<file path="src/rtl/upd_pkg.sv">
// ----------------------------------------------------------------------------
// upd_pkg
// Shared types, character codes and hex helpers for the URL percent decoder.
// ----------------------------------------------------------------------------
package upd_pkg;

  // Character codes
  localparam logic [7:0] CH_PERCENT = 8'h25;
  localparam logic [7:0] CH_PLUS    = 8'h2B;
  localparam logic [7:0] CH_SPACE   = 8'h20;

  // Sizes
  localparam int DATA_W          = 8;
  localparam int LIMIT_W         = 16;
  localparam int APB_DATA_W      = 32;
  localparam int APB_ADDR_W      = 3;
  localparam int QUEUE_DEPTH_DEF = 4;

  localparam logic [LIMIT_W-1:0] LIMIT_RESET = 16'hFFFF;

  // Register index (word select of paddr)
  localparam logic REG_OUTPUT_LIMIT = 1'b0;

  // One result slot
  typedef struct packed {
    logic              is_end;
    logic [DATA_W-1:0] data;
  } slot_t;

  // Results caused by one input item, in order; count is 1 to 3
  typedef struct packed {
    logic [1:0]      count;
    slot_t [2:0]     slot;
  } entry_t;

  // True for 0-9, A-F, a-f
  function automatic logic is_hex(input logic [7:0] c);
    logic r;
    r = ((c >= 8'h30) && (c <= 8'h39)) ||
        ((c >= 8'h41) && (c <= 8'h46)) ||
        ((c >= 8'h61) && (c <= 8'h66));
    return r;
  endfunction

  // Nibble value of a hex digit; don't care for other codes
  function automatic logic [3:0] hex_val(input logic [7:0] c);
    logic [7:0] v;
    if (c <= 8'h39) begin
      v = c - 8'h30;
    end else if (c <= 8'h46) begin
      v = c - 8'h37;
    end else begin
      v = c - 8'h57;
    end
    return v[3:0];
  endfunction

endpackage

</file>
<file path="src/rtl/upd_front.sv">
// ----------------------------------------------------------------------------
// upd_front
// Accepts source bytes, tracks escape state and the per-string byte count,
// and packs the results of each item into one queue entry.
// ----------------------------------------------------------------------------
module upd_front (
  input  logic                          clk,
  input  logic                          rst,
  input  logic                          in_valid,
  output logic                          in_stall,
  input  logic [upd_pkg::DATA_W-1:0]    in_byte,
  input  logic                          end_of_string,
  input  logic [upd_pkg::LIMIT_W-1:0]   output_limit,
  input  logic                          q_full,
  output logic                          q_push,
  output upd_pkg::entry_t               q_entry
);

  typedef enum logic [1:0] {
    PH_IDLE  = 2'd0,
    PH_PCT   = 2'd1,
    PH_DIGIT = 2'd2
  } phase_t;

  phase_t                        phase, phase_next;
  logic [upd_pkg::DATA_W-1:0]    held, held_next;
  logic [upd_pkg::LIMIT_W-1:0]   count, count_next;

  logic [2:0][upd_pkg::DATA_W-1:0] cand;
  logic [1:0]                    k;
  logic                          fpct;
  logic                          accept;
  logic                          fresh_is_pct;
  logic [upd_pkg::DATA_W-1:0]    fresh_byte;
  logic [upd_pkg::LIMIT_W-1:0]   room;
  logic [1:0]                    n;
  logic                          start_esc;

  assign accept       = in_valid && !q_full;
  assign in_stall     = q_full;
  assign fresh_is_pct = (in_byte == upd_pkg::CH_PERCENT);
  assign fresh_byte   = (in_byte == upd_pkg::CH_PLUS) ? upd_pkg::CH_SPACE : in_byte;

  // Candidate emissions before the limit is applied
  always_comb begin
    cand       = '0;
    k          = 2'd0;
    fpct       = 1'b0;
    phase_next = PH_IDLE;
    held_next  = '0;
    if (end_of_string) begin
      case (phase)
        PH_PCT: begin
          cand[0] = upd_pkg::CH_PERCENT;
          k       = 2'd1;
        end
        PH_DIGIT: begin
          cand[0] = upd_pkg::CH_PERCENT;
          cand[1] = held;
          k       = 2'd2;
        end
        default: begin
          k = 2'd0;
        end
      endcase
    end else begin
      case (phase)
        PH_PCT: begin
          if (upd_pkg::is_hex(in_byte)) begin
            held_next  = in_byte;
            phase_next = PH_DIGIT;
          end else begin
            cand[0] = upd_pkg::CH_PERCENT;
            if (fresh_is_pct) begin
              fpct = 1'b1;
              k    = 2'd1;
            end else begin
              cand[1] = fresh_byte;
              k       = 2'd2;
            end
          end
        end
        PH_DIGIT: begin
          if (upd_pkg::is_hex(in_byte) && upd_pkg::is_hex(held)) begin
            cand[0] = {upd_pkg::hex_val(held), upd_pkg::hex_val(in_byte)};
            k       = 2'd1;
          end else begin
            cand[0] = upd_pkg::CH_PERCENT;
            cand[1] = held;
            if (fresh_is_pct) begin
              fpct = 1'b1;
              k    = 2'd2;
            end else begin
              cand[2] = fresh_byte;
              k       = 2'd3;
            end
          end
        end
        default: begin
          if (fresh_is_pct) begin
            fpct = 1'b1;
          end else begin
            cand[0] = fresh_byte;
            k       = 2'd1;
          end
        end
      endcase
    end
  end

  // Apply the output limit: emissions are a prefix of the candidates
  assign room      = (output_limit > count) ? (output_limit - count) : '0;
  assign n         = (room >= {{(upd_pkg::LIMIT_W-2){1'b0}}, k}) ? k : room[1:0];
  assign start_esc = fpct && (room > {{(upd_pkg::LIMIT_W-2){1'b0}}, k});
  assign count_next = end_of_string ? '0 : (count + {{(upd_pkg::LIMIT_W-2){1'b0}}, n});

  // Pack the entry; the end marker follows the emitted bytes
  always_comb begin
    for (int i = 0; i < 3; i++) begin
      q_entry.slot[i].is_end = 1'b0;
      q_entry.slot[i].data   = cand[i];
      if (end_of_string && (n == 2'(i))) begin
        q_entry.slot[i].is_end = 1'b1;
        q_entry.slot[i].data   = '0;
      end
    end
    q_entry.count = n + {1'b0, end_of_string};
  end

  assign q_push = accept && (end_of_string || (n != 2'd0));

  // Escape state and byte count
  always_ff @(posedge clk) begin
    if (rst) begin
      phase <= PH_IDLE;
      held  <= '0;
      count <= '0;
    end else if (accept) begin
      phase <= start_esc ? PH_PCT : phase_next;
      held  <= start_esc ? '0 : held_next;
      count <= count_next;
    end
  end

endmodule

</file>
<file path="src/rtl/upd_queue.sv">
// ----------------------------------------------------------------------------
// upd_queue
// Small register FIFO of result entries between front and back.
// ----------------------------------------------------------------------------
module upd_queue #(
  parameter int DEPTH = upd_pkg::QUEUE_DEPTH_DEF
) (
  input  logic             clk,
  input  logic             rst,
  input  logic             push,
  input  upd_pkg::entry_t  wr_entry,
  input  logic             pop,
  output upd_pkg::entry_t  rd_entry,
  output logic             full,
  output logic             not_empty
);

  localparam int PTR_W = $clog2(DEPTH);
  localparam int CNT_W = $clog2(DEPTH + 1);

  upd_pkg::entry_t  store [DEPTH];
  logic [PTR_W-1:0] wr_ptr, rd_ptr;
  logic [CNT_W-1:0] fill;
  logic             do_push, do_pop;

  assign full      = (fill == CNT_W'(DEPTH));
  assign not_empty = (fill != '0);
  assign do_push   = push && !full;
  assign do_pop    = pop && not_empty;
  assign rd_entry  = store[rd_ptr];

  // Entry storage
  always_ff @(posedge clk) begin
    if (do_push) begin
      store[wr_ptr] <= wr_entry;
    end
  end

  // Pointers and fill level
  always_ff @(posedge clk) begin
    if (rst) begin
      wr_ptr <= '0;
      rd_ptr <= '0;
      fill   <= '0;
    end else begin
      if (do_push) begin
        wr_ptr <= (wr_ptr == PTR_W'(DEPTH - 1)) ? '0 : wr_ptr + 1'b1;
      end
      if (do_pop) begin
        rd_ptr <= (rd_ptr == PTR_W'(DEPTH - 1)) ? '0 : rd_ptr + 1'b1;
      end
      case ({do_push, do_pop})
        2'b10:   fill <= fill + 1'b1;
        2'b01:   fill <= fill - 1'b1;
        default: fill <= fill;
      endcase
    end
  end

endmodule

</file>
<file path="src/rtl/upd_back.sv">
// ----------------------------------------------------------------------------
// upd_back
// Walks the slots of the head entry and drives the output register.
// ----------------------------------------------------------------------------
module upd_back (
  input  logic                        clk,
  input  logic                        rst,
  input  logic                        head_valid,
  input  upd_pkg::entry_t             head,
  output logic                        pop,
  output logic                        out_valid,
  input  logic                        out_stall,
  output logic [upd_pkg::DATA_W-1:0]  out_byte,
  output logic                        out_end
);

  logic [1:0] idx;
  logic       load;
  logic       last_slot;

  assign load      = !out_valid || !out_stall;
  assign last_slot = (idx == (head.count - 2'd1));
  assign pop       = load && head_valid && last_slot;

  // Slot index within the head entry
  always_ff @(posedge clk) begin
    if (rst) begin
      idx       <= '0;
      out_valid <= 1'b0;
    end else if (load) begin
      out_valid <= head_valid;
      if (head_valid) begin
        idx <= last_slot ? 2'd0 : idx + 2'd1;
      end
    end
  end

  // Output payload
  always_ff @(posedge clk) begin
    if (load && head_valid) begin
      out_byte <= head.slot[idx].data;
      out_end  <= head.slot[idx].is_end;
    end
  end

endmodule

</file>
<file path="src/rtl/url_percent_decoder_unit.sv">
// ----------------------------------------------------------------------------
// url_percent_decoder_unit
// Form-urlencoded percent decoder: "%hh" to one byte, '+' to space.
// Path: an accepted request's results are written into the entry queue, then
//   read from the queue head into the output register.
// Throughput: one request per cycle while requests give at most one result and
//   out_stall is low; results of a request leave one at a time, the queue of
//   QUEUE_DEPTH entries absorbs the difference, and in_stall rises when it is full.
// Reset (rst, synchronous): escape state, count, queue and output valid clear;
//   output_limit returns to 65535.
// ----------------------------------------------------------------------------
module url_percent_decoder_unit #(
  parameter int QUEUE_DEPTH = upd_pkg::QUEUE_DEPTH_DEF
) (
  input  logic                            clk,
  input  logic                            rst,
  input  logic                            in_valid,
  output logic                            in_stall,
  input  logic [upd_pkg::DATA_W-1:0]      in_byte,
  input  logic                            end_of_string,
  output logic                            out_valid,
  input  logic                            out_stall,
  output logic [upd_pkg::DATA_W-1:0]      out_byte,
  output logic                            out_end,
  input  logic                            psel,
  input  logic                            penable,
  input  logic                            pwrite,
  input  logic [upd_pkg::APB_ADDR_W-1:0]  paddr,
  input  logic [upd_pkg::APB_DATA_W-1:0]  pwdata,
  output logic [upd_pkg::APB_DATA_W-1:0]  prdata,
  output logic                            pready
);

  logic [upd_pkg::LIMIT_W-1:0] output_limit;
  logic                        q_full, q_push, q_pop, q_not_empty;
  upd_pkg::entry_t             q_wr, q_rd;

  // Register port
  assign pready = 1'b1;
  assign prdata = (paddr[2] == upd_pkg::REG_OUTPUT_LIMIT) ?
                  {{(upd_pkg::APB_DATA_W-upd_pkg::LIMIT_W){1'b0}}, output_limit} : '0;

  always_ff @(posedge clk) begin
    if (rst) begin
      output_limit <= upd_pkg::LIMIT_RESET;
    end else if (psel && penable && pwrite && pready &&
                 (paddr[2] == upd_pkg::REG_OUTPUT_LIMIT)) begin
      output_limit <= pwdata[upd_pkg::LIMIT_W-1:0];
    end
  end

  upd_front u_front (
    .clk           (clk),
    .rst           (rst),
    .in_valid      (in_valid),
    .in_stall      (in_stall),
    .in_byte       (in_byte),
    .end_of_string (end_of_string),
    .output_limit  (output_limit),
    .q_full        (q_full),
    .q_push        (q_push),
    .q_entry       (q_wr)
  );

  upd_queue #(
    .DEPTH (QUEUE_DEPTH)
  ) u_queue (
    .clk       (clk),
    .rst       (rst),
    .push      (q_push),
    .wr_entry  (q_wr),
    .pop       (q_pop),
    .rd_entry  (q_rd),
    .full      (q_full),
    .not_empty (q_not_empty)
  );

  upd_back u_back (
    .clk        (clk),
    .rst        (rst),
    .head_valid (q_not_empty),
    .head       (q_rd),
    .pop        (q_pop),
    .out_valid  (out_valid),
    .out_stall  (out_stall),
    .out_byte   (out_byte),
    .out_end    (out_end)
  );

endmodule

</file>
<file path="config.mk">
export PLATFORM = sky130hd
export DESIGN_NAME = url_percent_decoder_unit
export DESIGN_NICKNAME = d
export VERILOG_FILES = /design/src/rtl/upd_pkg.sv /design/src/rtl/upd_front.sv /design/src/rtl/upd_queue.sv /design/src/rtl/upd_back.sv /design/src/rtl/url_percent_decoder_unit.sv
export SDC_FILE = /design/constraint.sdc
export NUM_CORES = 1
export LEC_CHECK = 0
export ABC_AREA = 1
export BUFFER_PORTS_ARGS = -buffer_cell sky130_fd_sc_hd__clkbuf_2
export CAP_MARGIN = 20
export CELL_PAD_IN_SITES_DETAIL_PLACEMENT = 1
export CELL_PAD_IN_SITES_GLOBAL_PLACEMENT = 1
export CORE_UTILIZATION = 35
export CTS_CLUSTER_DIAMETER = 150
export CTS_CLUSTER_SIZE = 16
export DETAILED_ROUTE_END_ITERATION = 8
export GPL_ROUTABILITY_DRIVEN = 0
export HOLD_SLACK_MARGIN = 0.03
export PLACE_DENSITY = 0.71
export SKIP_LAST_GASP = 1
export SYNTH_ARGS = -nofsm -noshare
export SYNTH_HDL_FRONTEND = slang
export SYNTH_SLANG_ARGS = --single-unit
</file>
<file path="constraint.sdc">
create_clock -name clk -period 6.5 [get_ports clk]
set_input_delay 1.3 -clock clk [delete_from_list [all_inputs] [get_ports clk]]
set_output_delay 1.3 -clock clk [all_outputs]
set_load 0.005 [all_outputs]
</file>
== Word-level counts from Yosys, hierarchy flattened ==
Memory sizes are Yosys's and may differ from the RTL's. A register that Yosys moved wholly into a read port is not among the register bits.
Index checks and enable logic that the tools add are counted.

* Word-level logic and storage cells: 145
* Memories: 1
* Output and inout bits: 44
* Register bits: 61
* Memory bits (writable): 116
* Input port bits: 51

* $lt $le $gt $ge: 16
* Bitwise logic cells: 1
* $add $sub $neg: 15
* Eq/ne operators: 12
* Reduce and logical (&&, ||, !) cells: 35
* Muxes and demuxes: 54

{| class="wikitable"
|+ Memory list
! memory !! depth !! bits a word !! read ports !! clocked after Yosys merged registers in !! write ports !! line !! source
|-
| u_queue.store || 4 || 29 || 1 || 1 || 1 || upd_queue.sv:21 || <nowiki>upd_pkg::entry_t store [DEPTH];</nowiki>
|}

{| class="wikitable"
|+ Operators by type and width
! cell !! count
|-
| two-way mux 16 bit || 6
|-
| two-way mux 8 bit || 10
|-
| two-way mux 9 bit || 4
|-
| >= comparator 8 x 7 -> 1 bit, second input constant || 4
|-
| less-or-equal comparator 8 x 7 -> 1 bit, second input constant || 4
|-
| one-hot mux 8 bit (2 select lines) || 2
|-
| two-way mux 2 bit || 14
|-
| logical AND 1 bit || 20
|-
| binary-select mux 9 bit (select 2 bit) || 1
|-
| adder 16 x 2 -> 16 bit || 1
|-
| == test 8 x 6 -> 1 bit, second input constant || 2
|-
| >= comparator 16 x 2 -> 1 bit || 1
|-
| >= comparator 8 x 6 -> 1 bit, second input constant || 2
|-
| greater-than comparator 16 bit || 1
|-
| greater-than comparator 16 x 2 -> 1 bit || 1
|-
| less-or-equal comparator 8 x 6 -> 1 bit, second input constant || 2
|-
| two-way mux 4 bit || 4
|-
| subtractor 16 bit || 1
|-
| subtractor 4 x 3 -> 4 bit, second input constant || 4
|-
| == test 2 bit, second input constant || 5
|-
| two-way mux 1 bit || 8
|-
| one-hot mux 2 bit (2 select lines) || 2
|-
| subtractor 4 x 1 -> 4 bit, second input constant || 2
|-
| adder 2 x 1 -> 2 bit, second input constant || 3
|-
| other kinds (19) || 29
|}

== Depth between registers and ports, before layout ==
Gate-level depths: netlist of run 1.

* Depth in word-level cells: 16
* Gate-level depth with buffers: 34
* Depth with buffers taken out: 34

== Hierarchy ==
A second synthesis of run 1 with hierarchy kept.

* Cell total of the unflattened synthesis: 1134
* Area, all modules: 10147.2 µm²

{| class="wikitable"
|+ Modules (own cells, without submodules)
! module !! cells an instance !! instances !! seq. area each (µm²) !! area an instance (µm²)
|-
| upd_queue || 352 || 1 || 3663.5 || 5113.7
|-
| upd_front || 576 || 1 || 520.5 || 3482.1
|-
| url_percent_decoder_unit || 127 || 1 || 320.3 || 885.8
|-
| upd_back || 79 || 1 || 330.3 || 665.6
|}

== Least setup slack after synthesis of run 1 ==
OpenSTA, ideal clock, no wires.

* Path type: input to register
* From: input in_byte[0] (netlist name)
* To: memory u_queue.store[3][0] (netlist name), enable pin
* Setup time: 415 ps
* Data arrival time: 4732 ps
* Stages: 20
* Slack: 1353 ps
* Path buffers: 0
* Data required time: 6085 ps
* Cell sequence: inv_1 > ha_1 > o21ai_0 > a21oi_1 > nand3_1 > inv_1 > nand2_2 > nand2_4 > nand2_1 > a21boi_2 > ha_1 > a21oi_1 > nand3_1 > nor2_2 > nand3_2 > nand2_2 > nand2_4 > nand3_4 > nand2_4 > nor2_1

* Cells in the longest elaborated chain, start to end: 16
* Elaborated cells on any way between the ends: 28
* Classes of those cells: 7 x order compare; 1 x eq/ne; 10 x mux; 10 x reduce/logical

{| class="wikitable"
|+ RTL lines
! what !! line !! source
|-
| from (decl) || url_percent_decoder_unit.sv:19 || <nowiki>input logic [upd_pkg::DATA_W-1:0] in_byte,</nowiki>
|-
| >= comparator 8 x 6 -> 1 bit, or another cell as far along || upd_pkg.sv:39 || <nowiki>r = ((c >= 8'h30) && (c <= 8'h39)) ||</nowiki>
|-
| logical AND 1 bit (on tied branches) || upd_pkg.sv:39, upd_pkg.sv:40 ||
|-
| logical OR 1 bit || upd_pkg.sv:39 ||
|-
| logical OR 1 bit || upd_pkg.sv:40 || <nowiki>((c >= 8'h41) && (c <= 8'h46)) ||</nowiki>
|-
| logical AND 1 bit || upd_front.sv:84 || <nowiki>if (upd_pkg::is_hex(in_byte) && upd_pkg::is_hex(held)) begin</nowiki>
|-
| two-way mux 2 bit || upd_front.sv:84 ||
|-
| one-hot mux 2 bit (2 select lines) (*) || upd_front.sv:67 || <nowiki>case (phase)</nowiki>
|-
| two-way mux 2 bit (*) || upd_front.sv:51 || <nowiki>if (end_of_string) begin</nowiki>
|-
| >= comparator 16 x 2 -> 1 bit || upd_front.sv:113 || <nowiki>assign n = (room >= {{(upd_pkg::LIMIT_W-2){1'b0}}, k}) ? k : room[1:0];</nowiki>
|-
| two-way mux 2 bit (*) || upd_front.sv:113 ||
|-
| nonzero test 2 bit (*) || upd_front.sv:130 || <nowiki>assign q_push = accept && (end_of_string || (n != 2'd0));</nowiki>
|-
| logical OR 1 bit (*) || upd_front.sv:130 ||
|-
| logical AND 1 bit (*) || upd_front.sv:130 ||
|-
| logical AND 1 bit (*) || upd_queue.sv:28 || <nowiki>assign do_push = push && !full;</nowiki>
|-
| two-way mux 1 bit (*) || upd_queue.sv:34 || <nowiki>if (do_push) begin</nowiki>
|-
| two-way mux 1 bit (not written as such) (*) || upd_queue.sv:35 || <nowiki>store[wr_ptr] <= wr_entry;</nowiki>
|-
| to (decl) || upd_queue.sv:21 ||
|}

Mark *: on every way between the ends. The rest lies on a longest branch, timed or not.

== Worst setup path in the final report of run 1 ==
* From: input in_byte[0] (netlist name)
* To: register u_front.count[14] (netlist name)

* Cells in the longest elaborated chain, start to end: 12
* Elaborated cells on any way between the ends: 24
* Classes of those cells: 1 x add/sub; 7 x order compare; 1 x eq/ne; 9 x mux; 6 x reduce/logical

{| class="wikitable"
|+ RTL lines
! what !! line !! source
|-
| >= comparator 8 x 6 -> 1 bit, or another cell as far along || upd_pkg.sv:39 ||
|-
| logical AND 1 bit (on tied branches) || upd_pkg.sv:39, upd_pkg.sv:40 ||
|-
| logical OR 1 bit || upd_pkg.sv:39 ||
|-
| logical OR 1 bit || upd_pkg.sv:40 ||
|-
| logical AND 1 bit || upd_front.sv:84 ||
|-
| two-way mux 2 bit || upd_front.sv:84 ||
|-
| one-hot mux 2 bit (2 select lines) (*) || upd_front.sv:67 ||
|-
| two-way mux 2 bit (*) || upd_front.sv:51 ||
|-
| >= comparator 16 x 2 -> 1 bit || upd_front.sv:113 ||
|-
| two-way mux 2 bit (*) || upd_front.sv:113 ||
|-
| adder 16 x 2 -> 16 bit (*) || upd_front.sv:115 || <nowiki>assign count_next = end_of_string ? '0 : (count + {{(upd_pkg::LIMIT_W-2){1'b0}}, n});</nowiki>
|-
| two-way mux 16 bit (*) || upd_front.sv:115 ||
|-
| to (signal assigned) || upd_front.sv:141 || <nowiki>count <= count_next;</nowiki>
|-
| to (decl) || upd_front.sv:27 || <nowiki>logic [upd_pkg::LIMIT_W-1:0] count, count_next;</nowiki>
|}

Marked as above.
A chain may end at the register's enable or synchronous reset.

==> run_results.csv, run 1 <==
group,metric,value,unit
die,ios,95,
detailed_routing,first_iter_violations,273,
clocking,postCtsHoldBufs,0,
die,die_height,168,µm
synthesis,yosys_warnings,0,
setup_path,arrival,6.19,ns
setup_path,path_buf_inv,7,
power,p_leak,0.00445,µW
detailed_routing,routedWlPerCell,17.0,µm
setup_path,path_class,"input pin to flip-flop",
detailed_routing,vias_per_cell,5.14,
synthesis,ys_ff_latch,179,
placed_design,place_area,10200,µm²
clocking,clock_path_buffers,2,
timing,tightest_slew,1.01,ns
detailed_routing,drt-met1-wl,11100,µm
timing,setup_viol,0,
die,fp.dieArea,28200,µm²
final_layout,final_layout_size_suffix_gt1_frac,0.135,
setup_path,cp-start-kind,"input pin",
clocking,path_clk_slew,0.08,ns
synthesis,synthTopCellsByArea,"edfxtp_1, dfxtp_1, nand2_1, inv_1, ha_1",
global_route,grt_pass1_vias,7950,
detailed_routing,drt-total-wl,25700,µm
placed_design,portBuffers,59,
die,rows,60,
job,drv_cap,0,
clocking,numCtsBuffers,17,
final_layout,area_delta_synth_final,13.1,%
clocking,clock-sinks,179,
synthesis,yosysTopAreaCell,"edfxtp_1",
detailed_routing,highest_layer,"met4",
timing,finalHoldViolCount,0,
final_layout,final_area,10900,µm²
timing,worst_slew_margin_rel,0.322,
global_route,track_usage,0.186,
setup_path,cpPeakStageDelay,0.47,ns
die,core,27000,µm²
final_layout,diodes,0,
detailed_routing,ant_nets,0,
timing,rsz0062_at_grt,"no",
synthesis,syn_area,9650,µm²
synthesis,synth_fa_ha_area_frac,0.0568,
global_route,grt_overflow,0,
synthesis,ys_seq_area_frac,0.501,
clocking,cts_resized,0,
setup_path,critical_path.top_delay_family,"simple AND/OR/NAND/NOR gates",
timing,min_period,5.85,ns
timing,clock.fmax,171,MHz
synthesis,synth_xor_area_frac,0.00363,
synthesis,ys_types,55,
worst_hold_path,hold_class,"flip-flop to flip-flop",
outcome,outcome,"complete, no violations",
synthesis,yosysTopAreaCellShare,0.389,
die,initial_utilization,0.357,
global_route,grt_max_degree,60,
clocking,h-tree-depth,4,
setup_path,crit_top_cell,"inv_1",
timing,slew_violations,0,
clocking,clk_latency,0.44,ns
timing,tns,0,ns
global_route,grt_pass1_wl,41200,µm
synthesis,synthSimpleGateAreaFrac,0.202,
setup_path,worstPathMaxFanout,7,
detailed_routing,dr_wl_met3,744,µm
synthesis,synth_edf_count,125,
synthesis,synth_top_family_by_area,"simple AND/OR/NAND/NOR gates",
synthesis,synth_ff_type,"edfxtp_1",
detailed_routing,route.detailed.drc,0,
final_layout,fin_nets,1245,
setup_path,cp-end-kind,"flip-flop",
synthesis,synth_compound_area_frac,0.147,
synthesis,syn_avg_cell_area,8.77,µm²
clocking,root_buffer,"clkbuf_16",
detailed_routing,drt_pass1_iterations,5,
clocking,cts_tree,"done",
detailed_routing,route.met2.wl,13400,µm
power,p_per_area,301,nW/µm²
synthesis,async_reset_ff_frac,0,
power,worst_ir_drop_vdd,129,µV
synthesis,synth.area.mux_share,0,
timing,skew,0.0126,ns
die,die-width,168,µm
global_route,antenna_found_initial,0,
clocking,post_cts_buffers,0,
placed_design,dpl.hpwl,18000,µm
setup_path,cp_data_required_time,6.85,ns
setup_path,critical_path.slowest_cell,"fa_1",
timing,post-route-period-util,0.899,
synthesis,synth_cells,1101,
detailed_routing,vias,7737,
[final timing paths]
| path | start | end | slack, ns | depth (start not counted) |
|---|---|---|---|---|
| max reg2reg | u_front.held[1]$_SDFFE_PP0P_ | u_front.count[14]$_SDFFE_PP0P_ | 1.24 | 29 |
| max | in_byte[0] | u_front.count[14]$_SDFFE_PP0P_ | 0.65 | 31 |
| min reg2reg | u_front.count[6]$_SDFFE_PP0P_ | u_front.count[7]$_SDFFE_PP0P_ | 0.47 | 2 |
| min | u_front.count[6]$_SDFFE_PP0P_ | u_front.count[7]$_SDFFE_PP0P_ | 0.47 | 2 |
[area by class of cell]
type                    instances  area, µm²
fillers                      3199      16100
flip-flops and latches        179       4840
multi-input cells             730       4040
inverters                     154        579
well taps                     341        427
clock buffers                  17        425
repair buffers                 70        398
clock inverters                15        211
[synthesized netlist by cell type, types with 2 or more instances]
master	n
nand2_4	5
nand2_1	200
nor3_2	3
o221ai_1	15
nor2_2	7
a21oi_1	51
nand3b_1	4
buf_4	17
o31ai_1	2
a31oi_1	5
a32oi_1	5
inv_1	142
xnor2_1	2
nor2_1	124
nand3_1	42
inv_2	9
or2_2	2
conb_1	2
a211oi_1	6
nor3_1	12
xor2_1	2
o22ai_1	19
nand2_2	11
fa_1	3
a22oi_1	4
o32ai_1	2
dfxtp_1	54
nor2_4	3
and2_1	2
o211ai_1	23
o21ai_0	83
ha_1	39
nand4_1	14
nand3_4	2
clkbuf_1	33
a32o_1	7
nor4_1	2
edfxtp_1	125
clkinv_1	2
[sequential cells by signal, summed over array words and instances (netlist names), named ones only]
name and flops:
u_queue.fill 3, u_queue.store 116, u_back.out_end 1, u_front.held 8
u_back.out_valid 1, u_back.out_byte 8, u_front.count 16, output_limit 16
u_queue.rd_ptr 2, u_back.idx 2, u_queue.wr_ptr 2, u_front.phase 2
[cell usage in the layout (no fill, tap or decap), drive strengths merged, types with 3 or more instances in the layout]
cell / n
nand3: 45
dfxtp: 54
clkinv: 9
buf: 11
a32o: 7
o221ai: 15
a22oi: 4
fa: 3
nand2: 216
inv: 160
nor3: 15
nand3b: 4
nand4: 14
edfxtp: 125
clkbuf: 76
a32oi: 5
a31oi: 5
nor2: 135
o211ai: 23
conb: 17
a21oi: 53
ha: 39
o21ai: 84
a211oi: 6
o22ai: 19
[worst register-to-register path: cells and delay by family (launching register included)]
kind            cells  cell delay [ns]
flops               1             0.49
buf+inv             5             0.59
simple gates       16             2.29
compound gates      4             0.62
fa+ha+maj           4             1.21
[stage by stage]
stage / power [µW] / std cells / hold slack (ns) / setup WS, ns / util
5_1_grt: 3460 / 1506 / 0.493 / 0.148 / 0.404
3_5_place_dp: 2230 / 1472 / 0.455 / 0.271 / 0.379
3_3_place_gp: 2200 / 1472 / 0.453 / 0.564 / 0.379
6_report: 3290 / 1506 / 0.466 / 0.655 / 0.404
2_1_floorplan: 1970 / 1116 / 0.434 / 1.35 / -
4_1_cts: 3320 / 1504 / 0.466 / 0.617 / 0.403
[cell families after synthesis]
| group | Yosys count |
|---|---|
| compound gates | 230 |
| fa+ha+maj | 42 |
| buf+inv | 207 |
| other cells | 2 |
| simple gates | 437 |
| xor+xnor | 4 |
| flops | 179 |
[per-layer routing]
layer | vias up | GRT usage
met5 | - | 0
met4 | 0 | 0.0545
met3 | 30 | 0.0228
met2 | 121 | 0.352
met1 | 3760 | 0.220
li1 | 3826 | -
[where the power goes]
part	internal [µW]	switching, µW	total, µW
sequential	1380	57.2	1430
combinational	259	520	778
clock	539	540	1080
No activity file was read; power rests on OpenSTA's default activity.
==> run 2, diff against run 1 <==
ABC_AREA = not set   (was 1)
GPL_TIMING_DRIVEN = 0   (was not set)
PLACE_DENSITY = 0.69   (was 0.71)
==> run 2 against run 1 <==
- the flow now finishes with violations (design-rule violations)
- sequential cell count unchanged
- global-route usage decreased by 1.5 points
- first-iteration DRC count increased by 30%
- critical path depth decreased by 11
- largest cell class unchanged
==> run_results.csv, run 2 <==
group,metric,value,unit
timing,slew_violations,0,
synthesis,yosysTopAreaCellShare,0.400,
detailed_routing,drt_pass1_iterations,8,
clocking,clk_latency,0.46,ns
detailed_routing,ant_nets,0,
synthesis,ys_seq_area_frac,0.515,
final_layout,diodes,0,
timing,post-route-period-util,0.919,
setup_path,r2r_cells,24,
setup_path,path_cells,"clkbuf_1 > nor4bb_1 > nor3_1 > or4_1 > o21ai_0 > a211oi_1 > a21oi_1 > ha_1 > a21o_2 > o41ai_2 > nor2_2 > inv_2 > buf_6 > ha_1 > inv_1 > fa_1 > nor4_2 > nand3_1 > xnor2_1 > nor2_1",
synthesis,ys_ff_latch,179,
detailed_routing,drt-total-wl,22500,µm
detailed_routing,routedWlPerCell,17.9,µm
setup_path,cp-start-kind,"input pin",
placed_design,post-place-ws,-0.153,ns
final_layout,final_area,10800,µm²
final_layout,area_delta_synth_final,15.2,%
power,worst_ir_drop_vdd,137,µV
power,p_sw_frac,0.305,
synthesis,async_reset_ff_frac,0,
detailed_routing,vias,6539,
clocking,cts_tree,"done",
clocking,root_buffer,"clkbuf_16",
setup_path,worstPathMaxFanout,11,
final_layout,layout_commonest_cell,"edfxtp_1",
global_route,grt_max_degree,30,
placed_design,dpl.hpwl,16400,µm
synthesis,ys_types,80,
timing,finalHoldViolCount,0,
final_layout,fillers,2862,
outcome,outcome,"complete, but fails checks",
die,core,26200,µm²
timing,tightest_slew,1.13,ns
setup_path,cp_data_required_time,6.83,ns
placed_design,portBuffers,56,
outcome,failed_checks,"design-rule violations",
global_route,grt_overflow,0,
timing,min_period,5.97,ns
final_layout,layout_common_cells,"edfxtp_1, nand2_1, nor2_1, clkbuf_2, dfxtp_1",
clocking,post_cts_buffers,0,
final_layout,largest_register_ffs,116,
synthesis,syn_area,9380,µm²
die,die-width,166,µm
die,ios,95,
setup_path,cpPeakStageDelay,0.64,ns
synthesis,synth_ff_type,"edfxtp_1",
synthesis,synthTopCellsByArea,"edfxtp_1, dfxtp_1, mux4_2, ha_1, nand2_1",
die,fp.dieArea,27500,µm²
power,p_per_area,293,nW/µm²
power,p_comb_frac,0.205,
final_layout,final_layout_size_suffix_gt1_frac,0.186,
worst_hold_path,hold_class,"flip-flop to flip-flop",
final_layout,largest_registers,"u_queue.store x116, output_limit x16, u_front.count x16",
power,p_clk_frac,0.346,
global_route,grt_pass1_vias,6841,
placed_design,place_area,10200,µm²
timing,setup_viol,0,
setup_path,path_depth,20,
die,die_height,166,µm
detailed_routing,route.detailed.drc,8,
synthesis,synth_cells,816,
timing,rsz0062_at_grt,"no",
final_layout,fin_nets,1001,
detailed_routing,vias_per_cell,5.21,
setup_path,path_buf_inv,4,
power,p_sw,965,µW
die,rows,59,
power,p_seq_frac,0.449,
clocking,path_clk_slew,0.08,ns
timing,worst_slew_margin_rel,0.240,
final_layout,utilization,0.412,
timing,final.setup.worst_slack,0.526,ns
global_route,grt_pass1_wl,36900,µm
worst_hold_path,min_path_cells,2,
global_route,track_usage,0.171,
setup_path,path_class,"input pin to flip-flop",
synthesis,synth_common_cells,"edfxtp_1, nand2_1, nor2_1",
clocking,cts_resized,0,
job,drv_cap,0,
timing,skew,0.0224,ns
die,initial_utilization,0.358,
clocking,numCtsBuffers,17,
setup_path,critical_path.slowest_cell,"or4_1",
clocking,postCtsHoldBufs,0,
final_layout,regMostFlops,"u_queue.store",
synthesis,yosysTopAreaCell,"edfxtp_1",
clocking,h-tree-depth,4,
synthesis,yosys_warnings,0,
synthesis,synth_most_common_cell,"edfxtp_1",
synthesis,syn_avg_cell_area,11.5,µm²
clocking,clock-sinks,179,
detailed_routing,first_iter_violations,354,
setup_path,critical_path.top_delay_family,"simple AND/OR/NAND/NOR gates",
clocking,clock_path_buffers,2,
power,total_power,3160,µW
synthesis,synth_edf_count,125,
timing,clock.fmax,167,MHz
global_route,antenna_found_initial,2,
power,p_leak,0.00385,µW
setup_path,crit_top_cell,"ha_1",
power,power.internal,2200,µW
timing,whs,0.487,ns
setup_path,arrival,6.31,ns
setup_path,cp-end-kind,"flip-flop",
==> run 2: cell types whose count changed after synthesis, sizes merged, moves of 16 or more <==
cell / change
nand2: -145
inv: -99
nor2: -73
o21ai: -59
nand3: -31
mux4: +29
o211ai: -22
nor2b: +20
xnor2: +20
nand3b: +16
==> run 2: worst min-delay path: cells and delay by family, from the launching register on <==
kind,cells,cell delay (ns)
AO/OA/AOI/OAI,1,0.05
flip-flops,1,0.33
AND/OR/NAND/NOR,1,0.06
==> run 2: per-stage QoR <==
| step | TNS [ns] | cells |
|---|---|---|
| 2_1_floorplan | 0 | 831 |
| 3_3_place_gp | -0.136 | 1222 |
| 3_5_place_dp | -0.277 | 1224 |
| 4_1_cts | 0 | 1256 |
| 5_1_grt | 0 | 1256 |
| 6_report | 0 | 1256 |
==> run 2: area by class of cell <==
type,count,area [µm²],share of cell area
Tap cell,335,419,0.0388
Clock inverter,15,216,0.0200
Timing Repair Buffer,58,298,0.0276
Multi-Input combinational cell,546,4120,0.381
Clock buffer,17,425,0.0394
Buffer,53,292,0.0270
Inverter,53,199,0.0184
Sequential cell,179,4830,0.448
==> run 2: path summary, 6_finish.rpt <==
kind / endpoint / start / slack, ns
max: u_front.count[12]$_SDFFE_PP0P_ / in_byte[4] / 0.53
min: u_back.out_valid$_SDFFE_PP0N_ / u_back.out_valid$_SDFFE_PP0N_ / 0.49
max reg2reg: u_front.count[12]$_SDFFE_PP0P_ / output_limit[0]$_SDFFE_PP1P_ / 0.82
min reg2reg: u_back.out_valid$_SDFFE_PP0N_ / u_back.out_valid$_SDFFE_PP0N_ / 0.49
==> run 2: cells by family after synthesis <==
family          after synthesis  synth area share
buf+inv                     106            0.0523
xor+xnor                     29            0.0271
other cells                   2          0.000801
simple gates                263             0.148
fa+ha+maj                    42            0.0584
flops                       179             0.515
compound gates              152             0.113
mux                          43            0.0851
==> run 2: power by group through the flow <==
stage | Combinational [µW] | Sequential, µW | Clock [µW]
CTS | 667 | 1420 | 1120
floorplan | 456 | 1440 | 0
global route | 726 | 1440 | 1160
finish | 649 | 1420 | 1090
global placement | 633 | 1440 | 0
detailed placement | 662 | 1450 | 0
==> run 2: layer usage <==
metal | up-vias | global-route usage | wire length, µm
met5 | - | 0 | 0
met4 | 0 | 0.0443 | 241
li1 | 3159 | - | -
met2 | 106 | 0.294 | 11000
met1 | 3254 | 0.223 | 10500
met3 | 20 | 0.0311 | 773
==> run 3, diff against run 2 <==
BUFFER_PORTS_ARGS = -buffer_cell sky130_fd_sc_hd__buf_4   (was -buffer_cell sky130_fd_sc_hd__clkbuf_2)
==> run 3 against run 2 <==
- critical path type unchanged
- register-to-register slack better by 0.04 ns
- the run still ends with design-rule violations left
- wire length is 1.5% lower
- largest power group unchanged
- first-iteration DRC count is 12% lower
- die area stayed put
- clock skew is 0.00090 ns higher
==> run_results.csv, run 3 (synthesized netlist as in run 2, its figures left out) <==
group,metric,value,unit
die,ios,95,
placed_design,portBuffers,56,
setup_path,arrival,6.33,ns
clocking,numCtsBuffers,17,
power,p_leak,0.00388,µW
setup_path,cp-end-kind,"flip-flop",
timing,skew,0.0233,ns
timing,worst_slew_margin_rel,0.399,
setup_path,path_cells,"clkbuf_1 > nor4bb_1 > nor3_1 > or4_1 > o21ai_0 > a211oi_1 > a21oi_1 > ha_1 > a21o_2 > o41ai_2 > nor2_2 > inv_2 > buf_6 > ha_1 > inv_1 > fa_1 > nor4_2 > nand3_1 > xnor2_1 > nor2_1",
global_route,grtUsageMet2,0.283,
timing,min_period,6.02,ns
power,worst_ir_drop_vdd,188,µV
clocking,path_clk_slew,0.08,ns
detailed_routing,first_iter_violations,310,
die,fp.dieArea,27500,µm²
timing,tightest_slew,0.901,ns
power,p_per_area,289,nW/µm²
global_route,grt_pass1_vias,6754,
timing,post-route-period-util,0.926,
clocking,root_buffer,"clkbuf_16",
timing,clock.fmax,166,MHz
final_layout,stdcell_count,1257,
timing,finalHoldViolCount,0,
clocking,cts_tree,"done",
final_layout,layout_commonest_cell,"edfxtp_1",
clocking,clock_path_buffers,2,
timing,slew_violations,0,
die,rows,59,
final_layout,fin_nets,1002,
worst_hold_path,hold_class,"flip-flop to flip-flop",
clocking,h-tree-depth,4,
clocking,post_cts_buffers,0,
final_layout,fillers,2810,
detailed_routing,ant_nets,0,
detailed_routing,vias_per_cell,5.16,
final_layout,regMostFlops,"u_queue.store",
detailed_routing,drt_pass1_iterations,6,
outcome,outcome,"complete, but fails checks",
placed_design,place_area,10300,µm²
timing,whs,0.476,ns
setup_path,path_buf_inv,4,
global_route,grt_pass1_wl,36200,µm
job,drv_cap,0,
final_layout,diodes,0,
die,die_height,166,µm
setup_path,cpPeakStageDelay,0.64,ns
setup_path,worstPathMaxFanout,11,
final_layout,area_delta_synth_final,16.5,%
die,initial_utilization,0.358,
final_layout,largest_registers,"u_queue.store x116, output_limit x16, u_front.count x16",
setup_path,critical_path.slowest_cell,"or4_1",
setup_path,crit_top_cell,"ha_1",
final_layout,largest_register_ffs,116,
setup_path,critical_path.top_delay_family,"simple AND/OR/NAND/NOR gates",
detailed_routing,route.detailed.drc,8,
global_route,use_met1,0.222,
global_route,grt_max_degree,30,
outcome,failed_checks,"design-rule violations",
clocking,clk_latency,0.44,ns
clocking,clock-sinks,179,
timing,rsz0062_at_grt,"no",
global_route,antenna_found_initial,0,
global_route,grt_overflow,0,
placed_design,dp.cells,1224,
setup_path,cp-start-kind,"input pin",
setup_path,cp_data_required_time,6.81,ns
setup_path,path_class,"input pin to flip-flop",
global_route,globalRouteMet3Util,0.0280,
final_layout,final_layout_size_suffix_gt1_frac,0.187,
placed_design,dpl.hpwl,16300,µm
timing,setup_viol,0,
global_route,grt-busiest-layer,"met2",
global_route,track_usage,0.167,
die,die-width,166,µm
detailed_routing,routedWlPerCell,17.6,µm
detailed_routing,drt-total-wl,22200,µm
detailed_routing,vias,6491,
final_layout,layout_common_cells,"edfxtp_1, buf_4, nand2_1, nor2_1, dfxtp_1",
final_layout,final_area,10900,µm²
die,core,26200,µm²
==> run 3: final timing paths <==
check,cells after the start,slack (ns),end,start
max reg2reg,24,0.86,u_front.count[12]$_SDFFE_PP0P_,output_limit[0]$_SDFFE_PP1P_
min,2,0.48,u_back.out_valid$_SDFFE_PP0N_,u_back.out_valid$_SDFFE_PP0N_
max,20,0.48,u_front.count[12]$_SDFFE_PP0P_,in_byte[4]
min reg2reg,2,0.48,u_back.out_valid$_SDFFE_PP0N_,u_back.out_valid$_SDFFE_PP0N_
==> run 3: what timing repair did <==
action                                  in CTS  in global routing
hold buffers                                 0                  0
endpoints found under the setup margin       0                  2
resized for setup                            0                  1
==> run 3: where the power goes <==
group          total, µW  switching [µW]  internal [µW]  leakage [µW]
registers           1420            47.4           1370       0.00156
logic                672             359            313       0.00203
clock network       1060             532            530      0.000297
==> run 3: worst reg2reg max path: stages, from the launching register on <==
cell	delay (ns)
dfxtp_1	0.30
inv_1	0.11
ha_1	0.19
inv_1	0.06
fa_1	0.44
a211oi_2	0.30
o31ai_1	0.13
a211oi_2	0.38
o21ai_0	0.28
and2_1	0.26
nand2_1	0.12
inv_1	0.05
ha_1	0.33
a21o_2	0.25
o41ai_2	0.35
nor2_2	0.12
inv_2	0.08
buf_6	0.14
ha_1	0.17
inv_1	0.06
fa_1	0.48
nor4_2	0.53
nand3_1	0.17
xnor2_1	0.16
nor2_1	0.05
==> run 3: layout make-up <==
| cell class | count | area (µm²) | share of cell area |
|---|---|---|---|
| well taps | 335 | 419 | 0.0384 |
| inverters | 53 | 199 | 0.0182 |
| repair buffers | 59 | 443 | 0.0405 |
| clock inverters | 15 | 195 | 0.0179 |
| multi-input cells | 546 | 4120 | 0.377 |
| clock buffers | 17 | 425 | 0.0389 |
| flip-flops and latches | 179 | 4830 | 0.442 |
| plain buffers | 53 | 292 | 0.0267 |
==> run 3: per-stage QoR <==
step / power [µW] / worst slack, ns / util / setup TNS [ns]
final: 3150 / 0.479 / 0.417 / 0
after global routing: 3310 / 0.0607 / 0.417 / 0
after CTS: 3200 / 0.210 / 0.417 / 0
after detailed placement: 2140 / -0.170 / 0.393 / -0.343
after global placement: 2100 / -0.0638 / 0.392 / -0.110
after floorplan: 1890 / 0.873 / - / 0
==> run 3: per-layer routing <==
metal,wire length [µm],vias up
li1,-,3162
met1,10600,3247
met2,10800,70
met3,582,12
met4,172,0
met5,0,-
